==> src/hw/rtl/ect_pkg.sv <==
// Shared types and constants of the ear clipping triangulator.
package ect_pkg;

    localparam int unsigned IDX_W   = 16;
    localparam int unsigned COORD_W = 16;
    localparam int unsigned DIFF_W  = 17;
    localparam int unsigned DOT_W   = 35;
    localparam int unsigned WIDE_W  = 72;
    localparam int unsigned CORNER_W = IDX_W + 3 * COORD_W;
    localparam int unsigned TRI_W   = 3 * IDX_W;

    // Result kinds carried on the output tuser.
    typedef enum logic [1:0] {
        ST_TRI   = 2'd0,
        ST_DEGEN = 2'd1,
        ST_FEW   = 2'd2,
        ST_OVF   = 2'd3
    } t_status;

    // Multiplier operand selects.
    typedef enum logic [3:0] {
        MS_E0X, MS_E0Y, MS_E0Z,
        MS_E1X, MS_E1Y, MS_E1Z,
        MS_E2X, MS_E2Y, MS_E2Z,
        MS_D00, MS_D01, MS_D02, MS_D11, MS_D12
    } t_msel;

    typedef enum logic [1:0] {AO_NOP, AO_LOAD, AO_ADD, AO_SUB} t_aop;

    typedef enum logic [3:0] {
        DS_NONE, DS_D00, DS_D01, DS_D02, DS_D11, DS_D12,
        DS_DD, DS_UU, DS_VV, DS_CROSS
    } t_dst;

    typedef enum logic [2:0] {SL_NONE, SL_A, SL_B, SL_C, SL_P} t_slot;

    typedef enum logic [1:0] {DF_NONE, DF_CROSS, DF_IN} t_diff;

    typedef struct packed {
        t_msel ma;
        t_msel mb;
        t_aop  aop;
        t_dst  dst;
    } t_mop;

    localparam t_mop MOP_NOP = '{ma: MS_E0X, mb: MS_E0X, aop: AO_NOP, dst: DS_NONE};

    // Commands from the controller to the datapath.
    typedef struct packed {
        logic    cwr;
        t_slot   crd;
        logic    ord_rd;
        t_slot   ord_dst;
        logic    ord_wr;
        logic    ord_wsrc;
        t_diff   diff;
        t_mop    mop;
        logic    out_ld;
        t_status out_st;
        logic    out_last;
    } t_cmd;

    // Status from the datapath to the controller.
    typedef struct packed {
        logic cross_pos;
        logic pt_in;
        logic out_free;
    } t_sts;

endpackage

==> src/hw/rtl/ect_ctrl.sv <==
// Controller: loads corners and sequences the ear search over the datapath.
module ect_ctrl import ect_pkg::*; #(
    parameter int unsigned MAX_VERTS = 16,
    parameter int unsigned AW = 4,
    parameter int unsigned CW = 5
) (
    input  logic          i_clk,
    input  logic          i_rst_n,
    input  logic          i_in_valid,
    input  logic          i_in_last,
    output logic          o_in_ready,
    input  t_sts          i_sts,
    output t_cmd          o_cmd,
    output logic [AW-1:0] o_cwr_addr,
    output logic [AW-1:0] o_ord_addr,
    output logic [AW-1:0] o_ord_wdata
);

    typedef enum logic [4:0] {
        S_IDLE, S_DECIDE, S_INIT, S_OUTER, S_FETCH, S_DCROSS, S_CROSS, S_CHKX,
        S_JLOOP, S_PFETCH, S_DIN, S_MICRO, S_EVAL, S_EMIT, S_SHIFT, S_AFTER, S_EMITF
    } t_state;

    localparam logic [CW-1:0] MAXC  = CW'(MAX_VERTS);
    localparam logic [CW-1:0] THREE = CW'(3);
    localparam logic [CW-1:0] ONE   = CW'(1);
    localparam logic [4:0] UC_IN_LAST = 5'd21;
    localparam logic [4:0] UC_CR_FIRST = 5'd22;
    localparam logic [4:0] UC_CR_LAST = 5'd24;
    localparam logic [2:0] FETCH_LAST = 3'd6;
    localparam logic [2:0] PFETCH_LAST = 3'd3;

    t_state        r_state;
    logic [CW-1:0] r_cnt, r_m, r_i, r_j;
    logic          r_ovf, r_final, r_ph;
    logic [2:0]    r_sub;
    logic [4:0]    r_uc;
    t_status       r_kind;

    logic [CW-1:0] w_ip, w_in2, w_j1;
    logic          w_take;

    // Micro-program of the shared multiplier: dot products and the wide
    // barycentric terms first, then the corner cross product.
    function automatic t_mop f_rom(input logic [4:0] a);
        unique case (a)
            5'd0:  f_rom = '{MS_E0X, MS_E0X, AO_LOAD, DS_NONE};
            5'd1:  f_rom = '{MS_E0Y, MS_E0Y, AO_ADD,  DS_NONE};
            5'd2:  f_rom = '{MS_E0Z, MS_E0Z, AO_ADD,  DS_D00};
            5'd3:  f_rom = '{MS_E0X, MS_E1X, AO_LOAD, DS_NONE};
            5'd4:  f_rom = '{MS_E0Y, MS_E1Y, AO_ADD,  DS_NONE};
            5'd5:  f_rom = '{MS_E0Z, MS_E1Z, AO_ADD,  DS_D01};
            5'd6:  f_rom = '{MS_E0X, MS_E2X, AO_LOAD, DS_NONE};
            5'd7:  f_rom = '{MS_E0Y, MS_E2Y, AO_ADD,  DS_NONE};
            5'd8:  f_rom = '{MS_E0Z, MS_E2Z, AO_ADD,  DS_D02};
            5'd9:  f_rom = '{MS_E1X, MS_E1X, AO_LOAD, DS_NONE};
            5'd10: f_rom = '{MS_E1Y, MS_E1Y, AO_ADD,  DS_NONE};
            5'd11: f_rom = '{MS_E1Z, MS_E1Z, AO_ADD,  DS_D11};
            5'd12: f_rom = '{MS_E1X, MS_E2X, AO_LOAD, DS_NONE};
            5'd13: f_rom = '{MS_E1Y, MS_E2Y, AO_ADD,  DS_NONE};
            5'd14: f_rom = '{MS_E1Z, MS_E2Z, AO_ADD,  DS_D12};
            5'd15: f_rom = '{MS_D00, MS_D11, AO_LOAD, DS_NONE};
            5'd16: f_rom = '{MS_D01, MS_D01, AO_SUB,  DS_DD};
            5'd17: f_rom = '{MS_D11, MS_D02, AO_LOAD, DS_NONE};
            5'd18: f_rom = '{MS_D01, MS_D12, AO_SUB,  DS_UU};
            5'd19: f_rom = '{MS_D00, MS_D12, AO_LOAD, DS_NONE};
            5'd20: f_rom = '{MS_D01, MS_D02, AO_SUB,  DS_VV};
            5'd22: f_rom = '{MS_E1X, MS_E2Y, AO_LOAD, DS_NONE};
            5'd23: f_rom = '{MS_E1Y, MS_E2X, AO_SUB,  DS_CROSS};
            default: f_rom = MOP_NOP;
        endcase
    endfunction

    assign w_ip   = (r_i == '0) ? r_m - ONE : r_i - ONE;
    assign w_in2  = (r_i == r_m - ONE) ? '0 : r_i + ONE;
    assign w_j1   = r_j + ONE;
    assign o_in_ready = (r_state == S_IDLE);
    assign w_take = o_in_ready && i_in_valid;
    assign o_cwr_addr = r_cnt[AW-1:0];
    assign o_ord_wdata = r_i[AW-1:0];

    always_comb begin
        o_cmd          = '0;
        o_cmd.crd      = SL_NONE;
        o_cmd.ord_dst  = SL_NONE;
        o_cmd.diff     = DF_NONE;
        o_cmd.mop      = MOP_NOP;
        o_cmd.out_st   = ST_TRI;
        o_ord_addr     = r_i[AW-1:0];
        unique case (r_state)
            S_IDLE: o_cmd.cwr = w_take && (r_cnt < MAXC);
            S_INIT: o_cmd.ord_wr = 1'b1;
            S_FETCH: begin
                unique case (r_sub)
                    3'd0: begin
                        o_cmd.ord_rd = 1'b1;
                        o_cmd.ord_dst = SL_A;
                        o_ord_addr = w_ip[AW-1:0];
                    end
                    3'd1: begin
                        o_cmd.ord_rd = 1'b1;
                        o_cmd.ord_dst = SL_B;
                    end
                    3'd2: begin
                        o_cmd.ord_rd = 1'b1;
                        o_cmd.ord_dst = SL_C;
                        o_ord_addr = w_in2[AW-1:0];
                    end
                    3'd3: o_cmd.crd = SL_A;
                    3'd4: o_cmd.crd = SL_B;
                    3'd5: o_cmd.crd = SL_C;
                    default: ;
                endcase
            end
            S_PFETCH: begin
                o_ord_addr = r_j[AW-1:0];
                if (r_sub == 3'd0) begin
                    o_cmd.ord_rd = 1'b1;
                    o_cmd.ord_dst = SL_P;
                end
                if (r_sub == 3'd2) begin
                    o_cmd.crd = SL_P;
                end
            end
            S_DCROSS: o_cmd.diff = DF_CROSS;
            S_DIN:    o_cmd.diff = DF_IN;
            S_CROSS, S_MICRO: o_cmd.mop = f_rom(r_uc);
            S_EMIT: o_cmd.out_ld = i_sts.out_free;
            S_SHIFT: begin
                if (!r_ph) begin
                    o_ord_addr = w_j1[AW-1:0];
                end else begin
                    o_ord_addr = r_j[AW-1:0];
                    o_cmd.ord_wr = (w_j1 < r_m);
                    o_cmd.ord_wsrc = 1'b1;
                end
            end
            S_EMITF: begin
                o_cmd.out_ld = i_sts.out_free;
                o_cmd.out_st = r_kind;
                o_cmd.out_last = 1'b1;
            end
            default: ;
        endcase
    end

    always_ff @(posedge i_clk) begin
        if (!i_rst_n) begin
            r_state <= S_IDLE;
            r_cnt   <= '0;
            r_ovf   <= 1'b0;
            r_final <= 1'b0;
            r_ph    <= 1'b0;
            r_m     <= '0;
            r_i     <= '0;
            r_j     <= '0;
            r_sub   <= '0;
            r_uc    <= '0;
            r_kind  <= ST_TRI;
        end else begin
            unique case (r_state)
                S_IDLE: begin
                    if (w_take) begin
                        if (r_cnt < MAXC) begin
                            r_cnt <= r_cnt + ONE;
                        end else begin
                            r_ovf <= 1'b1;
                        end
                        if (i_in_last) begin
                            r_state <= S_DECIDE;
                        end
                    end
                end
                S_DECIDE: begin
                    r_m <= r_cnt;
                    r_i <= '0;
                    priority if (r_ovf) begin
                        r_kind  <= ST_OVF;
                        r_state <= S_EMITF;
                    end else if (r_cnt < THREE) begin
                        r_kind  <= ST_FEW;
                        r_state <= S_EMITF;
                    end else begin
                        r_state <= S_INIT;
                    end
                end
                S_INIT: begin
                    if (r_i == r_m - ONE) begin
                        r_sub <= '0;
                        if (r_m == THREE) begin
                            r_i     <= ONE;
                            r_final <= 1'b1;
                            r_state <= S_FETCH;
                        end else begin
                            r_i     <= '0;
                            r_state <= S_OUTER;
                        end
                    end else begin
                        r_i <= r_i + ONE;
                    end
                end
                S_OUTER: begin
                    r_sub <= '0;
                    if (r_i == r_m) begin
                        r_kind  <= ST_DEGEN;
                        r_state <= S_EMITF;
                    end else begin
                        r_state <= S_FETCH;
                    end
                end
                S_FETCH: begin
                    r_sub <= r_sub + 3'd1;
                    if (r_sub == FETCH_LAST) begin
                        if (r_final) begin
                            r_kind  <= ST_TRI;
                            r_state <= S_EMITF;
                        end else begin
                            r_state <= S_DCROSS;
                        end
                    end
                end
                S_DCROSS: begin
                    r_uc    <= UC_CR_FIRST;
                    r_state <= S_CROSS;
                end
                S_CROSS: begin
                    r_uc <= r_uc + 5'd1;
                    if (r_uc == UC_CR_LAST) begin
                        r_state <= S_CHKX;
                    end
                end
                S_CHKX: begin
                    if (i_sts.cross_pos) begin
                        r_j     <= '0;
                        r_state <= S_JLOOP;
                    end else begin
                        r_i     <= r_i + ONE;
                        r_state <= S_OUTER;
                    end
                end
                S_JLOOP: begin
                    r_sub <= '0;
                    priority if (r_j == r_m) begin
                        r_state <= S_EMIT;
                    end else if (r_j == w_ip || r_j == r_i || r_j == w_in2) begin
                        r_j <= w_j1;
                    end else begin
                        r_state <= S_PFETCH;
                    end
                end
                S_PFETCH: begin
                    r_sub <= r_sub + 3'd1;
                    if (r_sub == PFETCH_LAST) begin
                        r_state <= S_DIN;
                    end
                end
                S_DIN: begin
                    r_uc    <= '0;
                    r_state <= S_MICRO;
                end
                S_MICRO: begin
                    r_uc <= r_uc + 5'd1;
                    if (r_uc == UC_IN_LAST) begin
                        r_state <= S_EVAL;
                    end
                end
                S_EVAL: begin
                    if (i_sts.pt_in) begin
                        r_i     <= r_i + ONE;
                        r_state <= S_OUTER;
                    end else begin
                        r_j     <= w_j1;
                        r_state <= S_JLOOP;
                    end
                end
                S_EMIT: begin
                    if (i_sts.out_free) begin
                        r_j     <= r_i;
                        r_ph    <= 1'b0;
                        r_state <= S_SHIFT;
                    end
                end
                S_SHIFT: begin
                    if (w_j1 < r_m) begin
                        r_ph <= !r_ph;
                        if (r_ph) begin
                            r_j <= w_j1;
                        end
                    end else begin
                        r_m     <= r_m - ONE;
                        r_state <= S_AFTER;
                    end
                end
                S_AFTER: begin
                    r_sub <= '0;
                    if (r_m == THREE) begin
                        r_i     <= ONE;
                        r_final <= 1'b1;
                        r_state <= S_FETCH;
                    end else begin
                        r_i     <= '0;
                        r_state <= S_OUTER;
                    end
                end
                S_EMITF: begin
                    if (i_sts.out_free) begin
                        r_cnt   <= '0;
                        r_ovf   <= 1'b0;
                        r_final <= 1'b0;
                        r_state <= S_IDLE;
                    end
                end
                default: r_state <= S_IDLE;
            endcase
        end
    end

endmodule

==> config.mk <==
export PLATFORM = sky130hd
export DESIGN_NAME = ect_ctrl
export DESIGN_NICKNAME = d
export VERILOG_FILES = /design/src/hw/rtl/ect_pkg.sv /design/src/hw/rtl/ect_ctrl.sv
export SDC_FILE = /design/constraint.sdc
export NUM_CORES = 1
export LEC_CHECK = 0
export BUFFER_PORTS_ARGS = -buffer_cell sky130_fd_sc_hd__buf_2
export CORE_MARGIN = 2
export CORE_UTILIZATION = 45
export DETAILED_ROUTE_END_ITERATION = 16
export SLEW_MARGIN = 15
export SYNTH_ARGS = -nofsm -noshare
export SYNTH_HDL_FRONTEND = slang
export SYNTH_SLANG_ARGS = --single-unit
==> constraint.sdc <==
create_clock -name i_clk -period 4 [get_ports i_clk]
set_clock_uncertainty 0.1 [all_clocks]
set_input_delay 0.4 -clock i_clk [delete_from_list [all_inputs] [get_ports i_clk]]
set_output_delay 0.4 -clock i_clk [all_outputs]
set_load 0.02 [all_outputs]
# --- Word level (Yosys, flattened, before mapping) ---
# Memory sizes are Yosys's and may differ from the RTL's. A register that Yosys moved wholly into a read port is not among the register bits.
# Index checks and enable logic that the tools add are counted.
# Widths: inputs -> output; s select.
word_totals:
  regBits: 38
  romBits: 448
  in_bits: 7
  out_inout_bits: 43
  n_memories: 1
classes:
  add_sub_neg: 7
  n_lt_le_gt_ge: 3
  n_eq_ne: 55
  mux: 76
  n_reduce_logical: 31
memory_table:
  columns: ["name", "depth", "width", "rd", "rd_ports_with_merged_regs", "write_ports", "line", "source"]
  rows:
  - ["(no name shown)", 32, 14, 1, 1, 0, "ect_ctrl.sv:46", "unique case (a)"]
ops:
  columns: ["op", "n"]
  rows:
  - ["$mux 5", 33]
  - ["$pmux 5 s17", 1]
  - ["$pmux 5 s5", 2]
  - ["$eq 5x4->1 const B", 8]
  - ["$ne 2x2->1 const B", 20]
  - ["$eq 5x5->1", 6]
  - ["$pmux 4 s3", 2]
  - ["$add 5x1->5 const B", 4]
  - ["$eq 5x3->1 const B", 4]
  - ["$pmux 5 s2", 2]
  - ["$mux 4", 4]
  - ["$eq 5x2->1 const B", 3]
  - ["$eq 5x5->1 const B", 3]
  - ["$pmux 5 s3", 1]
  - ["$mux 14", 1]
  - ["$pmux 7 s2", 1]
  - ["$mux 2", 6]
  - ["$mux 3", 4]
  - ["$pmux 2 s3", 2]
  - ["$reduce_bool 3->1", 4]
  - ["$reduce_and 11->1", 1]
  - ["$logic_not 5->1", 2]
  - ["$mux 1", 10]
  - ["$reduce_bool 5->1", 2]
  - ["28 further kinds", 46]

# --- Longest topological paths before layout ---
depth:
  ltp_word: 8
  mapped_depth: 14
  ltp_nobuf: 11

# --- Worst setup path after synthesis ---
# Ideal clock, no wire load.
synth_timing:
  kind: "reg2reg"
  startpoint: "register r_state[1]"
  endpoint: "register with a tool-made name"
  t_arrival_ps: 2718
  path_slack_ps: 1065
  path_stages_with_launch: 15
  synth_period_minus_slack_ps: 2935
  cell_sequence: "dfxtp_1 buf_2 nand2b_1 clkbuf_1 nor3_1 a211oi_1 o21a_1 buf_2 inv_1 ha_1 clkbuf_1 nand2_1 nand2_1 o32ai_1 a32o_1"
synth_rtl:
  columns: ["item", "line", "source"]
  rows:
  - ["start, declared", "ect_ctrl.sv:33", "t_state r_state;"]
  - ["start signal, assigned", "ect_ctrl.sv:149", "r_state <= S_IDLE;"]
  - ["start signal, assigned", "ect_ctrl.sv:170", "r_state <= S_DECIDE;"]
  - ["start signal, assigned", "ect_ctrl.sv:179", "r_state <= S_EMITF;"]

# --- Worst setup path in the final report ---
layout_timing:
  startpoint: "register r_m[0]"
  endpoint: "output o_ord_addr[0]"
layout_between:
  elab_chain_len: 5
  word_cells_on_any_way: 6
  classes_between: "add/sub (1); eq/ne (1); mux (4)"
layout_rtl:
  columns: ["item", "line", "source"]
  rows:
  - ["start, declared", "ect_ctrl.sv:34", "logic [CW-1:0] r_cnt, r_m, r_i, r_j;"]
  - ["start signal, assigned", "ect_ctrl.sv:175", "r_m <= r_cnt;"]
  - ["start signal, assigned", "ect_ctrl.sv:290", "r_m <= r_m - ONE;"]
  - ["$sub 5x1->5 (*)", "ect_ctrl.sv:74, ect_ctrl.sv:75", null]
  - ["$eq 5x5->1", "ect_ctrl.sv:75", "assign w_in2 = (r_i == r_m - ONE) ? '0 : r_i + ONE;"]
  - ["$mux 5", "ect_ctrl.sv:75", null]
  - ["$pmux 4 s2 (*)", "ect_ctrl.sv:94", "unique case (r_sub)"]
  - ["$pmux 4 s3 (*)", "ect_ctrl.sv:90", "unique case (r_state)"]
  - ["end, declared", "ect_ctrl.sv:15", "output logic [AW-1:0] o_ord_addr,"]
# Every way passes the cells marked *; elsewhere a longest branch is shown, timed or not.

==> results by group <==
Synth
  – Post-Synthesis Cell Area: 0.004905 mm²
  – Ys async rst share: 0%
  – Yosys warns: 0
  – Share of the synthesized area in the top cell type: a little over a fifth
  – Seq/Total Area, Yosys: 21.22%
  – Yosys reg bits: 52
  – Avg Cell Area, Syn: 7.288 µm²
  – Leading area contributor after synthesis: dfxtp_1
  – Synthesized instance count: 673
  – Post-synth EDFFs: 0
  – Mapped Nets: 705
  – Count of cell types in the netlist: between 70 and 80
  – Cell with the most instances after synthesis: nand2_1
  – Synth top area cells: dfxtp_1, ha_1, nand2_1
  – Post-synth top cells: nand2_1, nor2_1, dfxtp_1
  – Synth Flop Type: dfxtp_1

Min path
  – Worst Hold End: r_ovf
  – HP Class: in2reg
  – Hold Crit Start: i_in_valid
  – Hold depth: 3

Worst setup path
  – Startpoint types: register
  – Worst R2R End: r_j[1]
  – Crit path DAT: 3120 ps
  – Req. time, crit path: 3500 ps
  – Crit end category: output pin
  – Worst-case reg-to-reg path depth: 11
  – Crit Path Max Fanout: 8
  – Worst r2r src: r_j[0]
  – Crit path kind: reg2out
  – Worst reg-to-reg setup slack: 680 ps

Power and ir drop
  – Total power: 1.345 mW
  – VDD IR max: 168.2 µV
  – Cell Pwr Density: 254.2 mW/mm²
  – Clock share of power: 25.2%
  – P_int: 0.8445 mW
  – NetSw: 0.5001 mW
  – Pleak: 2.220 nW
  – Sw frac: 37.19%
  – Flop pwr share: 42.3%
  – Comb pwr share: 32.5%

Die
  – Initial Utilization: 45.65%
  – Die Ht: between 100 and 150 µm
  – FP Rows: 38
  – # IOs: 50
  – Core Footprint: 0.01075 mm²
  – Die width: 108.4 µm
  – Total die area: 0.01175 mm²

Route
  – Wire length per cell: roughly 18 µm
  – Total Wirelength: 14,920 µm
  – Via count: ~5,000
  – Drt first pass iters: 5
  – Vias per cell: 6.034
  – Final ANT Viol Nets: 0
  – Initial DRC Count: 409
  – Drt drc: 0

GRT
  – GRT Resource Usage Total: a little over a quarter
  – First-pass GRT wire length: approximately 24,000 µm
  – Vias in the first global route: 4,654
  – Grt ovf: 0
  – Antenna violations before repair: 0
  – Largest net degree at the start of global routing: 34

Finish
  – Share of post-route cells with drive strength above 1: 13.48%
  – Final nets: 721
  – # diodes: 0
  – Fillers: 1,103
  – Post-Layout Cell Count: 830
  – Area Growth Syn to Fin: 7.857%

Clock network
  – Cts repair resizes: 0
  – Clk sinks: 52
  – Reg clk slew, reported paths: 100 ps
  – Root buf cell: clkbuf_8
  – CTS tree: yes
  – Skew-Pair Late Insertion Delay: ~320 ps
  – Post-CTS setup buffer count: 0
  – Number of hold buffers added after cts: 0
  – CTS max path bufs: 2
  – CTS Buf Count: 5
  – Max H-tree Level: 2

Placement
  – GPL Wtd Cong: 1.065
  – Placed insts: around 820
  – IO buf count: between 40 and 50
  – Dpl hpwl: about 11,000 µm

STA
  – Setup tns final: 0 ps
  – Max Fclk: about 280 MHz
  – RSZ-0062 raised after global routing: false
  – Slew headroom: 42.18%
  – Final Hold Viols: 0
  – # setup viols final: 0
  – Clock period minus final worst setup slack: 3617 ps
  – Max Slew Vio Count: 0
  – Worst Tran Pin Value: around 860 ps
  – Final worst path period share: 90.44%

Outcome
  – Outcome: completed

Run
  – Max-cap violation count: 0
[layout make-up]
class,count,area (µm²),area share (%)
multi-input combinational,528,3458,65.37
sequential,52,1041,19.68
clock inverter,2,13.76,0.2602
clock buffer,6,82.58,1.561
inverter,33,123.9,2.342
tap,140,175.2,3.311
timing repair buffer,69,395.4,7.474
[cells in the final DEF (no fill, tap or decap), types with 6 or more instances in the layout]
cell / instances
nand2_1: 73
nor2_1: 57
dfxtp_1: 52
buf_2: 49
a21oi_1: 41
inv_1: 33
o21ai_0: 33
ha_1: 25
and2_1: 22
nand3_1: 21
nor3_1: 20
buf_4: 20
xnor2_1: 19
xor2_1: 19
mux2i_1: 14
nor2b_1: 11
nand2b_1: 10
o211ai_1: 10
a22oi_1: 10
o21a_1: 8
a31oi_1: 8
nand4_1: 7
o22ai_1: 6
clkbuf_8: 6
[critical path: stages, from the launching register on]
cell and delay, ps:
dfxtp_1 390, inv_1 130, ha_1 270, nor3b_4 310
nand2_2 110, a2111oi_4 590, and2_1 260, nor3_1 60
a21oi_1 120, a31oi_1 90, or2_2 320, buf_2 170
[logic make-up (layout without fill, tap and decap cells)]
kind of cell | Yosys count | in the layout | synth area share (%)
and+or+nand+nor | 266 | 266 | 28.09
AOI/OAI and AO/OA | 183 | 183 | 25.95
buffers and inverters | 93 | 110 | 8.265
DFF | 52 | 52 | 21.22
xor gates and xnor gates | 38 | 38 | 6.786
adders and majority gates | 25 | 25 | 6.378
muxes | 16 | 16 | 3.316
[power by group through the flow]
stage	Combinational [mW]	Clock [mW]	Sequential, mW
finish	0.438	0.339	0.568
global route	0.482	0.369	0.573
CTS	0.435	0.346	0.568
detailed placement	0.434	0	0.580
global placement	0.432	0	0.578
floorplan	0.348	0	0.565
[per-layer routing]
| metal | routed length [µm] | track usage [%] | part of all wire [%] | vias to the layer above |
|---|---|---|---|---|
| met5 | 0 | 0 | 0 | - |
| met4 | 386 | 9.066 | 2.6 | 0 |
| met3 | 850 | 4.099 | 5.7 | 35 |
| met2 | 6937 | 41.83 | 47 | 193 |
| met1 | 6743 | 35.39 | 45 | 2355 |
| li1 | - | - | - | 2425 |
[worst max path at each step]
stage                           from       endpoint  slack, ps
after floorplan           r_state[1]       register       1060
after global placement    r_state[1]       register        730
after detailed placement  r_state[1]       register        720
after CTS                     r_m[0]  o_ord_addr[0]        400
after global routing          r_m[0]  o_ord_addr[0]        110
final                         r_m[0]  o_ord_addr[0]        380
[metrics by stage]
stage	util, %	area, µm²	setup slack, ps	hold slack, ps
2_1_floorplan	-	4905	1065	341.1
3_3_place_gp	48.33	5194	732.9	354.7
3_5_place_dp	48.33	5194	719.8	371.7
4_1_cts	49.23	5290	395.6	280.6
5_1_grt	49.23	5290	111.2	316.0
6_report	49.23	5290	382.6	287.7
Note: power is estimated with default switching activity, not from simulation.
